### src/hdl/assert_macros.svh
`ifndef ASSERT_MACROS_SVH
`define ASSERT_MACROS_SVH

// Same-cycle implication, checked at every rising clock edge outside reset.
`define AST_IMP(label, clk, rst_n, ante, cons) \
    label: assert property (@(posedge clk) disable iff (!rst_n) (ante) |-> (cons)) \
        else $error("assertion failed");

// Next-cycle implication, checked at every rising clock edge outside reset.
`define AST_NEXT(label, clk, rst_n, ante, cons) \
    label: assert property (@(posedge clk) disable iff (!rst_n) (ante) |=> (cons)) \
        else $error("assertion failed");

`endif

### src/hdl/oal_pkg.sv
package oal_pkg;

    localparam int CAPACITY_DEF = 8;

    localparam int FUNC_W   = 2;
    localparam int DATA_W   = 32;
    localparam int POS_W    = 8;
    localparam int STATUS_W = 3;
    localparam int FOUND_W  = 6;
    localparam int COUNT_W  = 7;

    localparam logic [FUNC_W-1:0] FN_FIND   = 2'd0;
    localparam logic [FUNC_W-1:0] FN_INSERT = 2'd1;
    localparam logic [FUNC_W-1:0] FN_DELETE = 2'd2;

    localparam logic [STATUS_W-1:0] ST_OK        = 3'd0;
    localparam logic [STATUS_W-1:0] ST_FULL      = 3'd1;
    localparam logic [STATUS_W-1:0] ST_ILLEGAL   = 3'd2;
    localparam logic [STATUS_W-1:0] ST_EMPTY     = 3'd3;
    localparam logic [STATUS_W-1:0] ST_NOT_FOUND = 3'd4;

    typedef struct packed {
        logic [STATUS_W-1:0] status;
        logic [FOUND_W-1:0]  found_position;
        logic [COUNT_W-1:0]  entry_count;
    } t_result;

endpackage

### src/hdl/oal_ifs.sv
interface oal_req_if;
    import oal_pkg::*;

    logic                     valid;
    logic                     ready;
    logic [FUNC_W-1:0]        func;
    logic signed [DATA_W-1:0] value;
    logic signed [POS_W-1:0]  position;

    modport source (output valid, output func, output value, output position, input ready);
    modport sink   (input valid, input func, input value, input position, output ready);
endinterface

interface oal_rsp_if;
    import oal_pkg::*;

    logic                valid;
    logic                ready;
    logic [STATUS_W-1:0] status;
    logic [FOUND_W-1:0]  found_position;
    logic [COUNT_W-1:0]  entry_count;

    modport source (output valid, output status, output found_position, output entry_count,
                    input ready);
    modport sink   (input valid, input status, input found_position, input entry_count,
                    output ready);
endinterface

### src/hdl/ordered_array_list_engine_top.sv
// A transfer whose result needs no store access goes from idle straight to the done state;
// a find reads and compares one entry at a time, a delete moves one entry at a time, and an
// insert moves one entry at a time and then writes the value. One item is handled at a time,
// set by the single store read port and the shared step and compare unit.
// Reset (synchronous, active low) empties the list and the output register; no clearing pass.
`include "assert_macros.svh"

module ordered_array_list_engine_top #(
    parameter int CAPACITY = oal_pkg::CAPACITY_DEF
) (
    input  logic      i_clk,
    input  logic      i_rst_n,
    oal_req_if.sink   i_req,
    oal_rsp_if.source o_rsp
);
    import oal_pkg::*;

    // Index width for the store and count width that can hold the full capacity.
    localparam int IW = (CAPACITY > 1) ? $clog2(CAPACITY) : 1;
    localparam int CW = $clog2(CAPACITY + 1);

    logic              w_wr_en;
    logic [IW-1:0]     w_wr_addr;
    logic [DATA_W-1:0] w_wr_data;
    logic [IW-1:0]     w_rd_addr;
    logic [DATA_W-1:0] w_rd_data;

    logic              w_rsp_valid;
    logic              w_rsp_ready;
    t_result           w_rsp;

    logic              r_out_valid;
    t_result           r_out;

    // The sequencer owns the list count and walks the store one entry per read, with a
    // write for each entry moved. Find scans upward from position zero and stops at the
    // first match. Insert moves entries up from the top down to the target, then writes
    // the value. Delete moves entries down from the target to the top; the freed slot
    // lies at or above the new count and is never read again, so it is left as it is.
    oal_ctrl #(
        .CAPACITY (CAPACITY),
        .IW       (IW),
        .CW       (CW)
    ) u_ctrl (
        .i_clk       (i_clk),
        .i_rst_n     (i_rst_n),
        .i_req       (i_req),
        .o_rsp_valid (w_rsp_valid),
        .i_rsp_ready (w_rsp_ready),
        .o_rsp       (w_rsp),
        .o_wr_en     (w_wr_en),
        .o_wr_addr   (w_wr_addr),
        .o_wr_data   (w_wr_data),
        .o_rd_addr   (w_rd_addr),
        .i_rd_data   (w_rd_data)
    );

    oal_store #(
        .CAPACITY (CAPACITY),
        .IW       (IW)
    ) u_store (
        .i_clk     (i_clk),
        .i_wr_en   (w_wr_en),
        .i_wr_addr (w_wr_addr),
        .i_wr_data (w_wr_data),
        .i_rd_addr (w_rd_addr),
        .o_rd_data (w_rd_data)
    );

    // Output register: it decouples the sequencer from the consumer, so the
    // sequencer can return to idle and accept the next transfer while a finished
    // result still waits to be taken.
    assign w_rsp_ready = !r_out_valid || o_rsp.ready;

    always_ff @(posedge i_clk) begin
        if (!i_rst_n) begin
            r_out_valid <= 1'b0;
        end else if (w_rsp_valid && w_rsp_ready) begin
            r_out_valid <= 1'b1;
        end else if (o_rsp.ready) begin
            r_out_valid <= 1'b0;
        end
    end

    always_ff @(posedge i_clk) begin
        if (w_rsp_valid && w_rsp_ready) begin
            r_out <= w_rsp;
        end
    end

    assign o_rsp.valid          = r_out_valid;
    assign o_rsp.status         = r_out.status;
    assign o_rsp.found_position = r_out.found_position;
    assign o_rsp.entry_count    = r_out.entry_count;

    `AST_NEXT(a_rsp_loaded, i_clk, i_rst_n, w_rsp_valid && w_rsp_ready, r_out_valid && (r_out == $past(w_rsp)))
    `AST_IMP(a_no_overwrite, i_clk, i_rst_n, r_out_valid && !o_rsp.ready, !w_rsp_ready)

endmodule

### src/hdl/oal_store.sv
module oal_store #(
    parameter int CAPACITY = oal_pkg::CAPACITY_DEF,
    parameter int IW       = (CAPACITY > 1) ? $clog2(CAPACITY) : 1
) (
    input  logic                      i_clk,
    input  logic                      i_wr_en,
    input  logic [IW-1:0]             i_wr_addr,
    input  logic [oal_pkg::DATA_W-1:0] i_wr_data,
    input  logic [IW-1:0]             i_rd_addr,
    output logic [oal_pkg::DATA_W-1:0] o_rd_data
);
    import oal_pkg::*;

    // Entries at or above the count are never read, so the array needs no clearing.
    logic [DATA_W-1:0] r_mem [CAPACITY];
    logic [DATA_W-1:0] r_rd_data;

    always_ff @(posedge i_clk) begin
        if (i_wr_en) begin
            r_mem[i_wr_addr] <= i_wr_data;
        end
    end

    always_ff @(posedge i_clk) begin
        r_rd_data <= r_mem[i_rd_addr];
    end

    assign o_rd_data = r_rd_data;

endmodule

### src/hdl/oal_ctrl.sv
`include "assert_macros.svh"

module oal_ctrl #(
    parameter int CAPACITY = oal_pkg::CAPACITY_DEF,
    parameter int IW       = (CAPACITY > 1) ? $clog2(CAPACITY) : 1,
    parameter int CW       = $clog2(CAPACITY + 1)
) (
    input  logic                       i_clk,
    input  logic                       i_rst_n,
    oal_req_if.sink                    i_req,
    output logic                       o_rsp_valid,
    input  logic                       i_rsp_ready,
    output oal_pkg::t_result           o_rsp,
    output logic                       o_wr_en,
    output logic [IW-1:0]              o_wr_addr,
    output logic [oal_pkg::DATA_W-1:0] o_wr_data,
    output logic [IW-1:0]              o_rd_addr,
    input  logic [oal_pkg::DATA_W-1:0] i_rd_data
);
    import oal_pkg::*;

    localparam logic [2:0] S_IDLE = 3'd0;
    localparam logic [2:0] S_RD   = 3'd1;
    localparam logic [2:0] S_EXEC = 3'd2;
    localparam logic [2:0] S_PUT  = 3'd3;
    localparam logic [2:0] S_DONE = 3'd4;

    logic [2:0]          r_state,  n_state;
    logic [FUNC_W-1:0]   r_func,   n_func;
    logic [DATA_W-1:0]   r_value,  n_value;
    logic [CW-1:0]       r_idx,    n_idx;
    logic [CW-1:0]       r_limit,  n_limit;
    logic [CW-1:0]       r_count,  n_count;
    logic [STATUS_W-1:0] r_status, n_status;
    logic [FOUND_W-1:0]  r_found,  n_found;

    logic [CW-1:0]       w_step;
    logic [CW-1:0]       w_pos;
    logic [POS_W-1:0]    w_pos_mag;
    logic                w_ins_ok;
    logic                w_del_ok;

    // The shared step unit: walks up for find and delete, down for insert.
    assign w_step = (r_func == FN_INSERT) ? (r_idx - CW'(1)) : (r_idx + CW'(1));

    assign w_pos_mag = {1'b0, i_req.position[POS_W-2:0]};
    assign w_pos     = CW'(i_req.position[POS_W-2:0]);
    assign w_ins_ok  = !i_req.position[POS_W-1] && (w_pos_mag <= POS_W'(r_count));
    assign w_del_ok  = !i_req.position[POS_W-1] && (w_pos_mag <  POS_W'(r_count));

    always_comb begin
        n_state     = r_state;
        n_func      = r_func;
        n_value     = r_value;
        n_idx       = r_idx;
        n_limit     = r_limit;
        n_count     = r_count;
        n_status    = r_status;
        n_found     = r_found;
        i_req.ready = 1'b0;
        o_rsp_valid = 1'b0;
        o_wr_en     = 1'b0;
        o_wr_addr   = r_idx[IW-1:0];
        o_wr_data   = i_rd_data;
        o_rd_addr   = r_idx[IW-1:0];

        unique case (r_state)
            S_IDLE: begin
                i_req.ready = 1'b1;
                if (i_req.valid) begin
                    n_func   = i_req.func;
                    n_value  = $unsigned(i_req.value);
                    n_status = ST_OK;
                    n_found  = '0;
                    n_state  = S_DONE;
                    unique case (i_req.func)
                        FN_FIND: begin
                            n_idx   = '0;
                            n_limit = r_count - CW'(1);
                            if (r_count == '0) begin
                                n_status = ST_NOT_FOUND;
                            end else begin
                                n_state = S_RD;
                            end
                        end
                        FN_INSERT: begin
                            if (r_count == CW'(CAPACITY)) begin
                                n_status = ST_FULL;
                            end else if (!w_ins_ok) begin
                                n_status = ST_ILLEGAL;
                            end else begin
                                n_idx   = r_count;
                                n_limit = w_pos;
                                n_state = (r_count == w_pos) ? S_PUT : S_RD;
                            end
                        end
                        FN_DELETE: begin
                            if (!w_del_ok) begin
                                n_status = ST_EMPTY;
                            end else begin
                                n_idx   = w_pos;
                                n_limit = r_count - CW'(1);
                                if (w_pos == r_count - CW'(1)) begin
                                    n_count = r_count - CW'(1);
                                end else begin
                                    n_state = S_RD;
                                end
                            end
                        end
                        default: begin
                            n_state = S_DONE;
                        end
                    endcase
                end
            end
            S_RD: begin
                o_rd_addr = (r_func == FN_FIND) ? r_idx[IW-1:0] : w_step[IW-1:0];
                n_state   = S_EXEC;
            end
            S_EXEC: begin
                if (r_func == FN_FIND) begin
                    if (i_rd_data == r_value) begin
                        n_found = FOUND_W'(r_idx);
                        n_state = S_DONE;
                    end else if (r_idx == r_limit) begin
                        n_status = ST_NOT_FOUND;
                        n_state  = S_DONE;
                    end else begin
                        n_idx   = w_step;
                        n_state = S_RD;
                    end
                end else begin
                    o_wr_en = 1'b1;
                    n_idx   = w_step;
                    if (w_step == r_limit) begin
                        if (r_func == FN_INSERT) begin
                            n_state = S_PUT;
                        end else begin
                            n_count = r_count - CW'(1);
                            n_state = S_DONE;
                        end
                    end else begin
                        n_state = S_RD;
                    end
                end
            end
            S_PUT: begin
                o_wr_en   = 1'b1;
                o_wr_addr = r_limit[IW-1:0];
                o_wr_data = r_value;
                n_count   = r_count + CW'(1);
                n_state   = S_DONE;
            end
            S_DONE: begin
                o_rsp_valid = 1'b1;
                if (i_rsp_ready) begin
                    n_state = S_IDLE;
                end
            end
            default: begin
                n_state = S_IDLE;
            end
        endcase
    end

    always_ff @(posedge i_clk) begin
        if (!i_rst_n) begin
            r_state <= S_IDLE;
            r_count <= '0;
        end else begin
            r_state <= n_state;
            r_count <= n_count;
        end
    end

    always_ff @(posedge i_clk) begin
        r_func   <= n_func;
        r_value  <= n_value;
        r_idx    <= n_idx;
        r_limit  <= n_limit;
        r_status <= n_status;
        r_found  <= n_found;
    end

    assign o_rsp.status         = r_status;
    assign o_rsp.found_position = r_found;
    assign o_rsp.entry_count    = COUNT_W'(r_count);

    `AST_IMP(a_count_bound, i_clk, i_rst_n, 1'b1, r_count <= CW'(CAPACITY))
    `AST_NEXT(a_full_reject, i_clk, i_rst_n, (r_state == S_IDLE) && i_req.valid && (i_req.func == FN_INSERT) && (r_count == CW'(CAPACITY)), (r_state == S_DONE) && (r_status == ST_FULL))
    `AST_NEXT(a_count_step, i_clk, i_rst_n, r_state != S_DONE, (r_count == $past(r_count)) || (r_count == CW'($past(r_count) + CW'(1))) || (r_count == CW'($past(r_count) - CW'(1))))

endmodule

### src/flat_wrapper.sv
// flat-port wrapper written by rule: the top's interface ports become plain ports
module ordered_array_list_engine_top_flat import oal_pkg::*;
#(
    parameter int CAPACITY = oal_pkg::CAPACITY_DEF
)
  (i_clk, i_rst_n, i_req_valid, i_req_func, i_req_value, i_req_position, i_req_ready, o_rsp_valid, o_rsp_status, o_rsp_found_position, o_rsp_entry_count, o_rsp_ready);
  oal_req_if i_req_i ();
  oal_rsp_if o_rsp_i ();
  input  logic i_clk;
  input  logic i_rst_n;
  input wire logic [$bits(i_req_i.valid)-1:0] i_req_valid;
  input wire logic [$bits(i_req_i.func)-1:0] i_req_func;
  input wire logic [$bits(i_req_i.value)-1:0] i_req_value;
  input wire logic [$bits(i_req_i.position)-1:0] i_req_position;
  output wire logic [$bits(i_req_i.ready)-1:0] i_req_ready;
  output wire logic [$bits(o_rsp_i.valid)-1:0] o_rsp_valid;
  output wire logic [$bits(o_rsp_i.status)-1:0] o_rsp_status;
  output wire logic [$bits(o_rsp_i.found_position)-1:0] o_rsp_found_position;
  output wire logic [$bits(o_rsp_i.entry_count)-1:0] o_rsp_entry_count;
  input wire logic [$bits(o_rsp_i.ready)-1:0] o_rsp_ready;
  assign i_req_i.valid = i_req_valid;
  assign i_req_i.func = i_req_func;
  assign i_req_i.value = i_req_value;
  assign i_req_i.position = i_req_position;
  assign i_req_ready = i_req_i.ready;
  assign o_rsp_valid = o_rsp_i.valid;
  assign o_rsp_status = o_rsp_i.status;
  assign o_rsp_found_position = o_rsp_i.found_position;
  assign o_rsp_entry_count = o_rsp_i.entry_count;
  assign o_rsp_i.ready = o_rsp_ready;
  ordered_array_list_engine_top #(.CAPACITY(CAPACITY)) u_core (.i_clk(i_clk), .i_rst_n(i_rst_n), .i_req(i_req_i), .o_rsp(o_rsp_i));
endmodule
### config.mk
export PLATFORM = sky130hd
export DESIGN_NAME = ordered_array_list_engine_top_flat
export DESIGN_NICKNAME = d
export VERILOG_FILES = /design/src/hdl/oal_pkg.sv /design/src/hdl/oal_ifs.sv /design/src/hdl/ordered_array_list_engine_top.sv /design/src/hdl/oal_store.sv /design/src/hdl/oal_ctrl.sv /design/src/flat_wrapper.sv
export VERILOG_INCLUDE_DIRS = /design/src /design/src/hdl
export SDC_FILE = /design/constraint.sdc
export NUM_CORES = 1
export LEC_CHECK = 0
export CORE_MARGIN = 5
export CORE_UTILIZATION = 45
export CTS_BUF_LIST = sky130_fd_sc_hd__clkbuf_16
export DETAILED_ROUTE_END_ITERATION = 8
export DONT_BUFFER_PORTS = 1
export MAX_ROUTING_LAYER = met4
export PLACE_DENSITY = 0.62
export SYNTH_ARGS = -nofsm -noshare
export SYNTH_HDL_FRONTEND = slang
export SYNTH_SLANG_ARGS = --single-unit
export TNS_END_PERCENT = 5
### constraint.sdc
create_clock -name i_clk -period 2.95 [get_ports i_clk]
set_input_delay 0.295 -clock i_clk [delete_from_list [all_inputs] [get_ports i_clk]]
set_output_delay 0.295 -clock i_clk [all_outputs]
set_load 0.005 [all_outputs]
* Word level (Yosys, flattened, before mapping)
Memories as Yosys holds them, arrays and structs flattened. A register that Yosys moved wholly into a read port is not among the register bits.
Cells that the tools add are included.
** Cells by class
- Muxes and demuxes :: 63
- Eq/ne operators :: 34
- $add $sub $neg :: 4
- Reductions and logical operators :: 21
- $lt $le $gt $ge :: 2
** Operators with widths (count)
- 4-bit 2-to-1 mux :: 18
- 3-bit 2-to-1 mux :: 20
- 4-bit case mux with 3 select lines :: 3
- 32-bit == test :: 1
- 32-bit 2-to-1 mux :: 1
- 2-bit inequality test (second input constant) :: 13
- 6-bit 2-to-1 mux :: 3
- 3-bit case mux with 3 select lines :: 2
- 4-bit == test :: 4
- 8-bit AND reduction :: 2
- 3-bit inequality test (second input constant) :: 5
- 3-bit case mux with 5 select lines :: 1
- 6-bit case mux with 2 select lines :: 1
- 4-bit by 1-bit adder with 4-bit output (second input constant) :: 2
- 2-bit 2-to-1 mux :: 4
- 4-bit case mux with 2 select lines :: 1
- 4-bit by 1-bit subtractor with 4-bit output (second input constant) :: 2
- 7-bit by 4-bit less-or-equal comparator with 1-bit output :: 1
- 7-bit by 4-bit less-than comparator with 1-bit output :: 1
- 1-bit 2-to-1 mux :: 7
- 3-bit by 2-bit == test with 1-bit output (second input constant) :: 2
- 3-bit case mux with 2 select lines :: 1
- 6-bit AND reduction :: 1
- 3-bit nonzero test :: 2
- other kinds (18) :: 26
** Word-level totals
- Memories :: 1
- RAM bits :: 256
- Output and inout port bits :: 18
- Register bits :: 72
- Input port bits :: 46
** Memory list
- u_core.u_store.r_mem :: words 8, width 32, rd ports 1, clocked after memory_dff 1, write ports 1, RTL line oal_store.sv:15 : logic [DATA_W-1:0] r_mem [CAPACITY];

* Longest topological paths before layout
- Depth in word-level cells :: 7
- Gate-level depth with buffers :: 12
- Mapped depth without buffers :: 9

* Hierarchy
From an unflattened synthesis, not the netlist that was laid out.
** Second synthesis, totals
- Cell total of the unflattened synthesis :: 823
- Area, all modules :: 14701.6 um2
** By module, submodules not included
- oal_store :: cells an instance 415, instances 1, area each 10466.3 um2
- oal_ctrl :: cells an instance 387, instances 1, area each 3697.3 um2
- ordered_array_list_engine_top :: cells an instance 21, instances 1, area each 538.0 um2

* Worst setup path after synthesis
OpenSTA, ideal clock, no wires.
- Kind :: reg-to-reg
- Start point :: reg u_core.u_ctrl.r_state[2]
- End point :: mem u_core.u_store.r_mem[4][0], enable pin
- Library setup time :: 0.421 ns
- Clock period less this slack :: 3.164 ns
- Path slack :: -0.214 ns
- Data arrival time :: 2.743 ns
- Stages on the path, launching flop included :: 8
- Cells stage by stage :: dfxtp_1 > buf_4 > and2b_2 > nand2_2 > buf_1 > nor3b_1 > a31oi_1 > nor2_1
** On the way
- Word-level cells in the longest chain between the ends :: 4
** RTL lines
- start, declared :: RTL line oal_ctrl.sv:28 : logic [2:0] r_state, n_state;
- start signal, assigned :: RTL line oal_ctrl.sv:171 : r_state <= n_state;
- 3-bit by 2-bit == test with 1-bit output :: RTL line oal_ctrl.sv:67 : unique case (r_state)
- 1-bit case mux with 2 select lines :: RTL line oal_ctrl.sv:67
- 1-bit 2-to-1 mux :: RTL line oal_store.sv:19 : if (i_wr_en) begin
- 1-bit 2-to-1 mux (not written as such) :: RTL line oal_store.sv:20 : r_mem[i_wr_addr] <= i_wr_data;
- end, declared :: RTL line oal_store.sv:15
Several ways; a longest one is shown, not always the timed one.

* Worst setup path in the final report
- Start point :: reg u_core.u_ctrl.r_value[10]
- End point :: reg u_core.u_ctrl.r_idx[0], enable pin
** On the way
- Word-level cells in the longest chain between the ends :: 3
** RTL lines
- start, declared :: RTL line oal_ctrl.sv:30 : logic [DATA_W-1:0] r_value, n_value;
- start signal, assigned :: RTL line oal_ctrl.sv:178 : r_value <= n_value;
- 32-bit == test :: RTL line oal_ctrl.sv:122 : if (i_rd_data == r_value) begin
- 3-bit inequality test (no line)
- 8-bit AND reduction (no line)
- end signal, assigned :: RTL line oal_ctrl.sv:179 : r_idx <= n_idx;
- end, declared :: RTL line oal_ctrl.sv:31 : logic [CW-1:0] r_idx, n_idx;
No other way between the ends.
A chain may end at the register's enable or synchronous reset.

==> results.yml <==
final_layout:
  area.growth.synth_to_final_pct: 17.0
  seq_area_sq_um: 10300
  num-fill-cells: 2711
  finish.net_count: 1098
  multi_input_area_sq_um: 4110
  drive_gt1_share_pct: 14.3
  diodes: 0
global_routing:
  overflow: 0
  grt_first_pass_wirelength_mm: 51.1
  grt_pass1_vias: 8627
  antenna_found_initial: 0
  track_usage_pct: 18.8
  grt_max_degree: 61
floorplanning:
  core_sq_um: 32400
  die_w_um: 190
  initial_core_util_pct: 45.2
  die_height_um: 190
  num_rows: 66
  io_pins: 64
  die_area_sq_um: 36300
setup_path:
  worst-r2r-setup-slack_ns: 0.16
  crit_chain: "xnor2_1 -> nand4_1 -> nor4_1 -> nand2_1 -> a21oi_1 -> a221oi_1"
  max_stage_delay_ns: 0.65
  crit_slowest_cell: "nor4_1"
  cp.buffers_inverters: 0
  critPathLaunchType: "flip-flop"
  worst_r2r_path_depth: 6
  crit_fanout: 4
  crit_cells: 6
  crit_family: "simple AND/OR/NAND/NOR gates"
  worst_setup_path_end_kind: "flip-flop"
  arrival_ns: 2.99
  worstSetupPathType: "flip-flop to flip-flop"
  required_ns: 3.15
pwr:
  p_leak_nw: 5.78
  power_density_nw_per_um2: 656
  peakVddDrop_uv: 508
cts:
  numCtsBuffers: 38
  cts_max_level: 2
  clk-insertion-delay-late_ns: 0.52
  clockRootBuffer: "clkbuf_16"
  clk_pin_slew_ns: 0.06
  clock_path_buffers: 3
  clock_sinks: 356
  cts_tree: "done"
detailed_routing:
  num_vias: 8616
  via_per_inst: 5.70
  drt-wirelength-per-cell_um: 22.2
  wirelength_mm: 33.6
  drt-initial-drc-count: 727
  first_pass_iters: 5
  antenna_left: 0
  drc: 0
synth:
  syn_avg_cell_area_sq_um: 14.7
  ys_warn_count: 0
  synthArstFlopShare_pct: 0
  syn_area_sq_um: 14600
  syn-instance-count: 993
  ys_ff_latch: 356
  ys.flop_type: "edfxtp_1"
  synth_cell_type_count: 61
  synth_edf_count: 316
  yosysSeqAreaShare_pct: 70.3
timing:
  fin_ws_ns: 0.161
  drv_slew: 0
  max_slew.worst_pin.slew_ns: 0.758
  min_period_ns: 2.79
  slew_headroom_pct: 49.5
  setup_viol: 0
  finClkSkew_ns: 0.0209
  hold_viol_final: 0
  rsz0062_at_grt: "no"
  post-route-period-util_pct: 94.5
  fmax_ghz: 0.359
  tns_ns: 0
placed_design:
  place_ws_ns: 0.188
  dp_hpwl_mm: 18.9
  place_congestion: 0.852
  port_buffers: 0
flow_run:
  drv_cap: 0
min_path:
  hold_path_class: "input pin to flip-flop"
  holdPathStages: 1
status:
  status: "finished, final reports clean"
[area by class of cell]
type	instances	area share, %
Sequential cell	356	60.1
Multi-Input combinational cell	553	24.0
Clock buffer	39	5.70
Timing Repair Buffer	76	4.90
Tap cell	442	3.23
Clock inverter	30	1.73
Inverter	16	0.351
[report_power, final]
| group | switching [mW] | internal (mW) | leakage (nW) | total, mW |
|---|---|---|---|---|
| sequential | 0.0859 | 5.67 | 3.20 | 5.75 |
| clock | 1.91 | 2.86 | 0.645 | 4.77 |
| combinational | 0.423 | 0.280 | 1.94 | 0.703 |
[path summary, 6_finish.rpt]
path / startpoint / endpoint
max: u_core.u_ctrl.r_value[10] / u_core.u_ctrl.r_idx[0]
min: i_req_position[3] / u_core.u_ctrl.r_limit[3]
max reg2reg: u_core.u_ctrl.r_value[10] / u_core.u_ctrl.r_idx[0]
min reg2reg: u_core.u_ctrl.r_status[1] / u_core.o_rsp.status[1]
[sequential cells by signal, indices dropped and copies added, names as in the netlist, 4 cells and up]
name / flops
u_core.u_ctrl.r_limit: 4
u_core.u_ctrl.r_count: 4
u_core.u_ctrl.r_value: 32
u_core.u_ctrl.r_found: 4
u_core.o_rsp.entry_count: 4
u_core.o_rsp.found_position: 4
u_core.u_store.r_mem: 256
u_core.u_store.o_rd_data: 32
u_core.u_ctrl.r_idx: 4
[logic make-up after synthesis]
| group | share of synthesized area [%] |
|---|---|
| flip-flops | 70.3 |
| AND/OR/NAND/NOR | 10.9 |
| AO/OA/AOI/OAI | 9.25 |
| buffers and inverters | 2.71 |
| XOR/XNOR | 3.02 |
| multiplexers | 2.89 |
| adder cells (fa/ha/maj) | 0.940 |
| other | 0.0256 |
[stage by stage]
| stage | hold WS (ns) | util (%) | area, sq um | power, mW | std cells |
|---|---|---|---|---|---|
| after floorplan | 0.394 | - | 14700 | 6.28 | 997 |
| after global placement | 0.394 | 47.8 | 15500 | 6.50 | 1405 |
| after detailed placement | 0.394 | 47.8 | 15500 | 6.52 | 1405 |
| after CTS | 0.00175 | 52.9 | 17100 | 11.3 | 1512 |
| after global routing | 0.0157 | 52.9 | 17100 | 11.6 | 1512 |
| final | 0.0226 | 52.9 | 17100 | 11.2 | 1512 |
[synthesized netlist by cell type, types with 2 or more instances]
cell      count  area share (%)
a31oi_1       9            0.38
xnor2_1      43             2.6
nor2_1       23            0.59
or3_1         4            0.17
o31ai_1       4            0.21
buf_4         6            0.31
clkbuf_1     43             1.1
nor3b_1       4            0.21
nor2b_1       4            0.17
ha_1         11            0.94
nor4_1       38             1.6
a21oi_1      11            0.38
mux2_2       34             2.6
buf_1         7            0.18
and3_1      134             5.7
nand2b_1      3            0.13
dfxtp_1      40             5.5
xor2_1        3            0.18
nor3_1       10            0.34
a22o_1        3            0.18
mux2i_1       4            0.27
nand3_1       5            0.17
edfxtp_1    316              65
nand4_1       9            0.38
o21ai_0      12            0.41
buf_2        14            0.48
or4_1         3            0.15
nand2_1      18            0.46
inv_1        16            0.41
a211oi_1    130             6.7
a22oi_1       2            0.10
[repair_timing]
item                                   in CTS  in global routing
setup endpoints to repair                   0                  7
hold buffers                               38                  0
resized for setup                           0                  3
buffers inserted                            0                  0
endpoints found under the hold margin      38                  0
[layer usage]
metal | up-vias | routed length, um | GRT usage (%)
li1 | 4029 | - | -
met1 | 4274 | 14900 | 25.4
met2 | 253 | 16000 | 30.0
met3 | 60 | 1760 | 2.76
met4 | 0 | 892 | 5.39
met5 | - | 0 | -
[placed cells by master (no fill, tap or decap), types with 4 or more instances in the layout]
cell           instances
a211oi_1             130
a21oi_1               11
a31oi_1                5
a31oi_4                4
and3_1               134
buf_12                13
buf_4                 22
bufinv_16              5
clkbuf_16             39
clkinv_1               6
conb_1                 5
dfxtp_1               40
dlygate4sd3_1         38
edfxtp_1             316
ha_1                  11
inv_1                 24
mux2_2                34
mux2i_1                4
nand2_1               17
nand3_1                5
nand4_1                9
nor2_1                15
nor2_4                 8
nor2b_1                4
nor3_1                10
nor3b_1                4
nor4_1                38
o21ai_0               12
o31ai_1                4
xnor2_1               43
No activity file was read; power rests on OpenSTA's default activity.
